### src/bqsd_pkg.sv
`timescale 1ns / 1ps
// ----------------------------------------------------------------------------
// bqsd_pkg
// Types and constants shared by the bounded event queue with selective drop.
// ----------------------------------------------------------------------------
package bqsd_pkg;

	localparam int DATA_W     = 32;
	localparam int OCC_W      = 7;
	localparam int CFG_IDX_W  = 1;
	localparam int CFG_DATA_W = 7;

	localparam logic [CFG_IDX_W-1:0] REG_CAPACITY_LIMIT = 1'b0;
	localparam logic [CFG_IDX_W-1:0] REG_PAUSE_FLAG     = 1'b1;

	localparam logic [CFG_DATA_W-1:0] CAPACITY_RESET = 7'd64;

	localparam logic KIND_PUSH = 1'b0;
	localparam logic KIND_POP  = 1'b1;

	typedef struct packed {
		logic              kind;
		logic [DATA_W-1:0] event_data;
		logic              is_droppable;
	} req_t;

	typedef struct packed {
		logic [DATA_W-1:0] head_data;
		logic              head_valid;
		logic              empty_error;
		logic              push_accepted;
		logic              evicted_one;
		logic [OCC_W-1:0]  occupancy;
		logic              queue_active;
	} rsp_t;

	typedef struct packed {
		logic pop;
		logic evict;
		logic wr_en;
	} op_t;

endpackage

### src/bounded_queue_selective_drop.sv
`timescale 1ns / 1ps
// ----------------------------------------------------------------------------
// bounded_queue_selective_drop
// Bounded event FIFO that pushes out the oldest droppable entry when full.
// ----------------------------------------------------------------------------
// Usage: each transfer on req is one operation, a push (kind 0) of
// event_data with its droppable mark, or a pop (kind 1) of the head entry.
// Every operation yields exactly one transfer on rsp with the popped data,
// the push/evict/error flags, the occupancy after the operation and the
// active flag (entries present and pause_flag clear).
// rsp_valid rises in the cycle after a req transfer; one operation is
// taken every cycle while req_stall is low. The slots form a row of cells;
// a full push finds the oldest droppable entry through a search that
// ripples along the row, and the cells behind it close up in the same cycle.
// req_stall rises only while a result is held and rsp_stall is high; the
// held result and the queue contents stay put until it is taken.
// cfg writes set capacity_limit (index 0) and pause_flag (index 1); cfg_ready
// is always high. Reset empties the queue, sets capacity_limit to 64 and
// clears pause_flag; there is no clearing pass.
// ----------------------------------------------------------------------------
module bounded_queue_selective_drop
	import bqsd_pkg::*;
#(
	parameter int QUEUE_DEPTH   = 64,
	parameter int PAYLOAD_WIDTH = 32
) (
	input  logic                  clk,
	input  logic                  arst_n,
	input  logic                  req_valid,
	output logic                  req_stall,
	input  req_t                  req,
	output logic                  rsp_valid,
	input  logic                  rsp_stall,
	output rsp_t                  rsp,
	input  logic                  cfg_valid,
	output logic                  cfg_ready,
	input  logic [CFG_IDX_W-1:0]  cfg_index,
	input  logic [CFG_DATA_W-1:0] cfg_data
);

	localparam int SW = (PAYLOAD_WIDTH < DATA_W) ? PAYLOAD_WIDTH : DATA_W;
	localparam int IW = $clog2(QUEUE_DEPTH);
	localparam int CW = $clog2(QUEUE_DEPTH + 1);
	localparam int LW = (CW > CFG_DATA_W) ? CW : CFG_DATA_W;

	logic [CFG_DATA_W-1:0] cap_q;
	logic                  pause_q;
	logic [CW-1:0]         count_q;
	logic                  rsp_valid_q;
	rsp_t                  rsp_q;

	logic [SW-1:0] cell_data [QUEUE_DEPTH+1];
	logic          cell_drop [QUEUE_DEPTH+1];
	logic          hit       [QUEUE_DEPTH+1];

	logic          fire;
	logic          is_push;
	logic          is_pop;
	logic [LW-1:0] cap_ext;
	logic [LW-1:0] lim;
	logic [LW-1:0] cnt_ext;
	logic [LW-1:0] cnt_after;
	logic          full;
	logic          pop_do;
	logic          empty_pop;
	logic          accept;
	logic [CW-1:0] new_count;
	op_t           op;
	rsp_t          rsp_d;

	assign cfg_ready = 1'b1;
	assign req_stall = rsp_valid_q & rsp_stall;
	assign fire      = req_valid & ~req_stall;
	assign is_push   = fire & (req.kind == KIND_PUSH);
	assign is_pop    = fire & (req.kind == KIND_POP);

	always_comb begin
		cap_ext = LW'(cap_q);
		if (cap_ext == '0) begin
			lim = LW'(1);
		end else if (cap_ext > LW'(QUEUE_DEPTH)) begin
			lim = LW'(QUEUE_DEPTH);
		end else begin
			lim = cap_ext;
		end
	end

	assign cnt_ext   = LW'(count_q);
	assign full      = cnt_ext >= lim;
	assign op.evict  = is_push & full & hit[QUEUE_DEPTH];
	assign cnt_after = cnt_ext - LW'(op.evict);
	assign accept    = is_push & (cnt_after < lim);
	assign op.wr_en  = accept;
	assign pop_do    = is_pop & (count_q != '0);
	assign empty_pop = is_pop & (count_q == '0);
	assign op.pop    = pop_do;

	always_comb begin
		if (pop_do) begin
			new_count = count_q - CW'(1);
		end else begin
			new_count = CW'(cnt_after) + CW'(accept);
		end
	end

	assign hit[0]                   = 1'b0;
	assign cell_data[QUEUE_DEPTH]   = '0;
	assign cell_drop[QUEUE_DEPTH]   = 1'b0;

	for (genvar i = 0; i < QUEUE_DEPTH; i++) begin : g_cell
		bqsd_cell #(
			.IDX (i),
			.IW  (IW),
			.CW  (CW),
			.SW  (SW)
		) u_cell (
			.clk      (clk),
			.op       (op),
			.wr_idx   (cnt_after[IW-1:0]),
			.count    (count_q),
			.new_data (SW'(req.event_data)),
			.new_drop (req.is_droppable),
			.nbr_data (cell_data[i+1]),
			.nbr_drop (cell_drop[i+1]),
			.hit_in   (hit[i]),
			.hit_out  (hit[i+1]),
			.data     (cell_data[i]),
			.drop     (cell_drop[i])
		);
	end

	always_comb begin
		rsp_d               = '0;
		rsp_d.head_data     = pop_do ? DATA_W'(cell_data[0]) : '0;
		rsp_d.head_valid    = pop_do;
		rsp_d.empty_error   = empty_pop;
		rsp_d.push_accepted = accept;
		rsp_d.evicted_one   = op.evict;
		rsp_d.occupancy     = OCC_W'(new_count);
		rsp_d.queue_active  = (new_count != '0) & ~pause_q;
	end

	always_ff @(posedge clk or negedge arst_n) begin
		if (!arst_n) begin
			count_q     <= '0;
			rsp_valid_q <= 1'b0;
		end else begin
			if (fire) begin
				count_q <= new_count;
			end
			if (fire) begin
				rsp_valid_q <= 1'b1;
			end else if (!rsp_stall) begin
				rsp_valid_q <= 1'b0;
			end
		end
	end

	always_ff @(posedge clk) begin
		if (fire) begin
			rsp_q <= rsp_d;
		end
	end

	always_ff @(posedge clk or negedge arst_n) begin
		if (!arst_n) begin
			cap_q   <= CAPACITY_RESET;
			pause_q <= 1'b0;
		end else if (cfg_valid && cfg_ready) begin
			case (cfg_index)
				REG_CAPACITY_LIMIT: begin
					cap_q <= cfg_data;
				end
				REG_PAUSE_FLAG: begin
					pause_q <= cfg_data[0];
				end
				default: begin
				end
			endcase
		end
	end

	assign rsp_valid = rsp_valid_q;
	assign rsp       = rsp_q;

endmodule

### src/bqsd_cell.sv
`timescale 1ns / 1ps
// ----------------------------------------------------------------------------
// bqsd_cell
// One queue slot: holds an entry, takes its upper neighbor on a close-up,
// loads a new entry at the tail and ripples the first-droppable search.
// ----------------------------------------------------------------------------
module bqsd_cell
	import bqsd_pkg::*;
#(
	parameter int IDX = 0,
	parameter int IW  = 6,
	parameter int CW  = 7,
	parameter int SW  = 32
) (
	input  logic          clk,
	input  op_t           op,
	input  logic [IW-1:0] wr_idx,
	input  logic [CW-1:0] count,
	input  logic [SW-1:0] new_data,
	input  logic          new_drop,
	input  logic [SW-1:0] nbr_data,
	input  logic          nbr_drop,
	input  logic          hit_in,
	output logic          hit_out,
	output logic [SW-1:0] data,
	output logic          drop
);

	logic [SW-1:0] data_q;
	logic          drop_q;
	logic          occ;
	logic          shift;

	assign occ     = CW'(IDX) < count;
	assign hit_out = hit_in | (occ & drop_q);
	assign shift   = op.pop | (op.evict & hit_out);
	assign data    = data_q;
	assign drop    = drop_q;

	always_ff @(posedge clk) begin
		if (op.wr_en && wr_idx == IW'(IDX)) begin
			data_q <= new_data;
			drop_q <= new_drop;
		end else if (shift) begin
			data_q <= nbr_data;
			drop_q <= nbr_drop;
		end
	end

endmodule

### config.mk
export PLATFORM = sky130hd
export DESIGN_NAME = bounded_queue_selective_drop
export DESIGN_NICKNAME = d
export VERILOG_FILES = /design/src/bqsd_pkg.sv /design/src/bounded_queue_selective_drop.sv /design/src/bqsd_cell.sv
export SDC_FILE = /design/constraint.sdc
export NUM_CORES = 2
export LEC_CHECK = 0
export BUFFER_PORTS_ARGS = -buffer_cell sky130_fd_sc_hd__buf_2
export CAP_MARGIN = 20
export CELL_PAD_IN_SITES_DETAIL_PLACEMENT = 1
export CELL_PAD_IN_SITES_GLOBAL_PLACEMENT = 1
export CORE_ASPECT_RATIO = 1.4
export CORE_MARGIN = 5
export CORE_UTILIZATION = 45
export CTS_CLUSTER_SIZE = 25
export DETAILED_ROUTE_END_ITERATION = 6
export PLACE_DENSITY_LB_ADDON = 0.1
export SLEW_MARGIN = 5
export SYNTH_ARGS = -nofsm -noshare
export SYNTH_HDL_FRONTEND = slang
export SYNTH_SLANG_ARGS = --single-unit
### constraint.sdc
create_clock -name clk -period 9.65 [get_ports clk]
set_input_delay 0.4825 -clock clk [delete_from_list [all_inputs] [get_ports clk]]
set_output_delay 0.4825 -clock clk [all_outputs]
set_load 0.02 [all_outputs]
=== Word level (Yosys, flattened, before mapping) ===
Cells that the tools add are included.

* Bits of input ports: 47
* Memory bits (writable): 0
* Memory bits (read-only): 0
* Memories kept: 0
* Logic and storage cells: 938
* Flip-flop bits (word level): 2172
* Bits in latches: 0

* Mux-type cells: 261
* Shift-type cells: 0
* Equality and inequality tests: 64
* Bitwise logic cells: 269
* Add/subtract/negate cells: 3
* Reduce and logical (&&, ||, !) cells: 135
* $lt $le $gt $ge: 67
* Divide/modulo/power cells: 0
* Multipliers: 0

{| class="wikitable"
|+ Operator list
! cell !! count
|-
| 32-bit two-way mux || 128
|-
| 6-bit by 7-bit less-than comparator with 1-bit output, first input constant || 32
|-
| 6-bit equality test, second input constant || 32
|-
| 1-bit AND || 138
|-
| 1-bit two-way mux || 130
|-
| 2-bit nonzero test || 64
|-
| 1-bit OR || 127
|-
| 5-bit by 7-bit less-than comparator with 1-bit output, first input constant || 16
|-
| 6-bit by 5-bit equality test with 1-bit output, second input constant || 16
|-
| 1-bit logical AND || 64
|-
| 4-bit by 7-bit less-than comparator with 1-bit output, first input constant || 8
|-
| 6-bit by 4-bit equality test with 1-bit output, second input constant || 8
|-
| 3-bit by 7-bit less-than comparator with 1-bit output, first input constant || 4
|-
| 6-bit by 3-bit equality test with 1-bit output, second input constant || 4
|-
| 7-bit two-way mux || 3
|-
| 7-bit zero test || 2
|-
| 1-bit by 7-bit less-than comparator with 1-bit output, first input constant || 2
|-
| 2-bit by 7-bit less-than comparator with 1-bit output, first input constant || 2
|-
| 7-bit nonzero test || 2
|-
| 6-bit by 2-bit equality test with 1-bit output, second input constant || 2
|-
| 7-bit by 1-bit adder with 7-bit output || 1
|-
| 7-bit greater-or-equal comparator || 1
|-
| 7-bit greater-than comparator, second input constant || 1
|-
| 7-bit less-than comparator || 1
|-
| 7 further kinds || 11
|}

=== Depth between registers and ports, before layout ===
* Depth in word-level cells: 73
* Mapped depth: 31

=== Worst setup path before layout ===
Ideal clock, no wire load.

* Path type: reg2reg
* Start: reg count_q[2], in the netlist cnt_ext[2]
* End: reg g_cell[32].u_cell.data_q[0] (enable)
* Arrival time: 7.285 ns
* Required time: 9.207 ns
* Stages on the path, launching flop included: 25
* Path slack: 1.922 ns
* Period minus slack after synthesis: 7.728 ns
* Setup time: 0.443 ns
* Cells stage by stage: dfrtp_1 buf_2 buf_2 or3_1 a2111oi_2 o2111ai_2 nor4_1 nand4_2 nor2_1 a21oi_1 ha_1 ha_1 buf_2 nor3b_2 xnor2_2 clkinv_2 ha_1 o21ai_0 a21oi_1 a2111oi_4 o21ai_2 or3_1 buf_4 buf_6 a31oi_1

{| class="wikitable"
|+ RTL lines
! what !! line !! source
|-
| from (decl) || bounded_queue_selective_drop.sv:48 || <nowiki>logic [CW-1:0] count_q;</nowiki>
|-
| from (signal assigned) || bounded_queue_selective_drop.sv:149 || <nowiki>count_q <= new_count;</nowiki>
|-
| to (signal assigned) || bqsd_cell.sv:42 || <nowiki>data_q <= new_data;</nowiki>
|-
| to (signal assigned) || bqsd_cell.sv:45 || <nowiki>data_q <= nbr_data;</nowiki>
|-
| to (decl) || bqsd_cell.sv:29 || <nowiki>logic [SW-1:0] data_q;</nowiki>
|}

==> metrics.csv <==
stage;metric;value;unit
critical_path;path_delay_family;simple AND/OR/NAND/NOR gates;
clock_tree;cts.sinks;2172;
timing;worstMarginPinSlew;1150;ps
clock_tree;root_buffer;clkbuf_16;
route;first_pass_iters;5;
global_route;grt_pass1_vias;52200;
floorplan;die_w;399;um
clock_tree;cts_tree;done;
timing;fin_tns_setup;0;ps
logic_synthesis;synth_fp_nets;5564;
critical_path;worstPathBufferInverterCount;3;
logic_synthesis;synth_top_cell_by_area;edfxtp_1;
route;wl;253000;um
logic_synthesis;async_flop_share;0.737;%
route;drtIter0Drc;3175;
global_route;grt_pass1_wl;368000;um
clock_tree;clk_pin_slew;60;ps
route;ant_nets;0;
floorplan;die_h;555;um
logic_synthesis;synthTopCellsByArea;edfxtp_1 (68%), mux2_2 (23%), clkbuf_1 (1.0%);
critical_path;cp_common_cell;ha_1;
floorplan;core;211000;um^2
timing;max_freq;118;MHz
logic_synthesis;yosys_warnings;0;
logic_synthesis;synth-edff-count;2156;
critical_path;crit_cells;22;
placement;gp_congestion;0.880;
final_layout;final_util;50.2;%
logic_synthesis;netlist_instances;5498;
critical_path;cp-end-kind;register;
global_route;grt_max_degree;65;
power_and_ir_drop;cellPowerDensity;260;nW/um^2
critical_path;path_max_fanout;34;
final_layout;instances_no_fill;8497;
critical_path;cp-start-kind;register;
global_route;antenna_found_initial;20;
job;cap_violations;0;
floorplan;rows;200;
timing;final_max_slew_viol_count;0;
hold_path;hp-class;primary input to async pin;
timing;hold_ws;141;ps
route;viasPerCell;5.64;
logic_synthesis;yosysTopAreaCellShare;67.8;%
timing;setup_violations;0;
placement;dp_slack;1320;ps
critical_path;timing_worst_setup_path_type;register to register;
clock_tree;cts_setup_buffers;0;
floorplan;dieArea;222000;um^2
timing;final.period_utilization;87.6;%
final_layout;syn2layout_area_growth;11.3;%
final_layout;fill_cells;19300;
timing;grt_setup_unrepaired;false;
clock_tree;cts_made_buffers;220;
final_layout;drive_gt1_share;47.6;%
critical_path;r2r_start;cnt_ext[4]$_DFFE_PN0P_;
timing;fin_ws;1200;ps
critical_path;reg2reg_to;g_cell[3].u_cell.data[25]$_DFFE_PP_;
logic_synthesis;synth-main-ff-cell;edfxtp_1;
timing;worst_slew_margin_rel;23.3;%
power_and_ir_drop;ir_worst_vdd;163;uV
global_route;grt_usage;22.5;%
critical_path;crit_slowest_cell;or3_1;
outcome;status;completed;
critical_path;worstPathArrival;8950;ps
timing;min_period;8450;ps
critical_path;r2r_cells;22;
critical_path;worstPathRequired;10150;ps
clock_tree;insertion_delay;870;ps
placement;dp_cells;8075;
critical_path;worstSetupEndpoint;g_cell[3].u_cell.data[25]$_DFFE_PP_;
clock_tree;htreeDepth;4;
route;drc;0;
route;vias;48000;
timing;finalHoldViolCount;0;
critical_path;crit_start;cnt_ext[4]$_DFFE_PN0P_;
logic_synthesis;ys_types;101;
final_layout;layout.nets;5550;
timing;clock_skew;68.4;ps
placement;dpl.hpwl;153000;um
critical_path;cpPeakStageDelay;710;ps
logic_synthesis;synth-seq-cells;2172;
logic_synthesis;ys_seq_area_share;68.3;%
floorplan;ios;94;
logic_synthesis;synthTopCellsByCount;edfxtp_1 (2156), mux2_2 (1963), clkbuf_1 (257), buf_2 (165), nand2_1 (155);
placement;io_buffers;92;
clock_tree;cts_buffer_depth;4;
global_route;gr-total-overflow;0;
logic_synthesis;netlist_area;95400;um^2
critical_path;r2r_slack;1200;ps
logic_synthesis;synth_area_per_cell;17.4;um^2
floorplan;start_util;45.1;%
power_and_ir_drop;p_leak;0.0350;uW
critical_path;cp_cell_sequence;or3_1 -> o21ai_0 -> o2111ai_2 -> nor4_1 -> nand4_2 -> nor2_1 -> a21oi_1 -> ha_1 -> ha_1 -> nor3b_2 -> xnor2_2 -> clkinv_2 -> ha_1 -> o21ai_0 -> a21oi_1 -> a2111o_1 -> nand2_1 -> nand3_1 -> or3_1 -> buf_4 -> nand3_2 -> buf_4;
logic_synthesis;synth.most_common_cell;edfxtp_1;
route;wire_per_inst;29.7;um
where the power goes:
| part | total [uW] | leakage [uW] | internal, uW | switching (uW) |
|---|---|---|---|---|
| sequential | 14000 | 0.0202 | 13200 | 756 |
| combinational | 5180 | 0.0114 | 1890 | 3280 |
| clock | 8450 | 0.00341 | 4790 | 3660 |
area by class of cell:
cell class	instances	area, um^2	share of cell area (%)
diodes	4	10.0	0.00942
clock buffers	268	5750	5.41
clock inverters	135	1210	1.14
inverters	30	114	0.107
multi-input cells	2788	28400	26.7
flip-flops and latches	2172	65100	61.3
well taps	2828	3540	3.33
repair buffers	272	2080	1.96
flip-flops by register name, summed over array words and instances, names as in the netlist:
register and cells:
g_cell.u_cell.data 2048, g_cell.u_cell.drop 64, rsp 44, cap_ext 7, cnt_ext 7, pause_q 1, rsp_valid 1
worst register-to-register path: stages, from the launching register on:
cell and delay (ps):
dfrtp_1 690, or3_1 720, o21ai_0 390, o2111ai_2 290
nor4_1 580, nand4_2 270, nor2_1 310, a21oi_1 150
ha_1 260, ha_1 290, nor3b_2 220, xnor2_2 310
clkinv_2 220, ha_1 330, o21ai_0 100, a21oi_1 160
a2111o_1 520, nand2_1 160, nand3_1 490, or3_1 540
buf_4 300, nand3_2 430, buf_4 380
repair_timing:
action / in CTS / in global routing
resized for setup: 0 / 0
endpoints found under the hold margin: 25 / 0
hold buffers: 12 / 0
worst min path at each step:
stage	start	endpoint	slack, ps	cells after the start
2_1_floorplan	arst_n	cap_ext[0]$_DFFE_PN0P_	190	0
3_3_place_gp	arst_n	cap_ext[0]$_DFFE_PN0P_	450	1
3_5_place_dp	arst_n	cap_ext[5]$_DFFE_PN0P_	460	1
4_1_cts	arst_n	cap_ext[0]$_DFFE_PN0P_	90	2
5_1_grt	cfg_index	cap_ext[6]$_DFFE_PN1P_	110	4
6_report	arst_n	cnt_ext[0]$_DFFE_PN0P_	140	2
kinds of logic after synthesis:
kind of cell               Yosys count  share of synthesized area, %
DFF                               2172                          68.3
muxes                             2053                          24.3
buffers and inverters              538                          2.52
and+or+nand+nor                    479                          2.87
AOI/OAI and AO/OA                  225                          1.65
adders and majority gates           19                         0.249
xor gates and xnor gates            11                         0.109
other                                1                       0.00393
through the flow:
step           total power [uW]  cell area [um^2]
2_1_floorplan             17300             95400
3_3_place_gp              19200             98900
3_5_place_dp              19400             99100
4_1_cts                   27900            106000
5_1_grt                   28700            106000
6_report                  27600            106000
cell usage in the layout, fill, tap and decap left out, types with 8 or more instances in the layout:
master,count
edfxtp_1,2156
o211ai_1,16
mux2_1,60
nor3_4,19
o22ai_4,10
dfrtp_1,14
nor2_1,48
or2_2,12
mux2_4,28
clkbuf_16,223
and2_1,68
ha_1,19
nand3b_1,8
buf_12,9
nand2_1,155
nor2_4,16
clkinv_1,53
dlygate4sd3_1,12
buf_2,60
clkinv_2,45
nor2_2,10
a211oi_1,8
bufinv_16,21
inv_1,25
or3_1,21
xnor2_1,8
o21ai_0,52
a211o_1,14
clkbuf_1,45
mux2_2,1963
a21oi_1,31
nor3_1,24
buf_4,188
nand3_1,23
layer usage:
metal	track usage (%)	vias up	wire (um)
met5	0	-	0
met4	8.63	0	11000
met3	2.38	428	8080
met2	42.3	938	137000
met1	26.3	25400	96500
li1	-	21200	-
(Power assumes the default switching activity.)
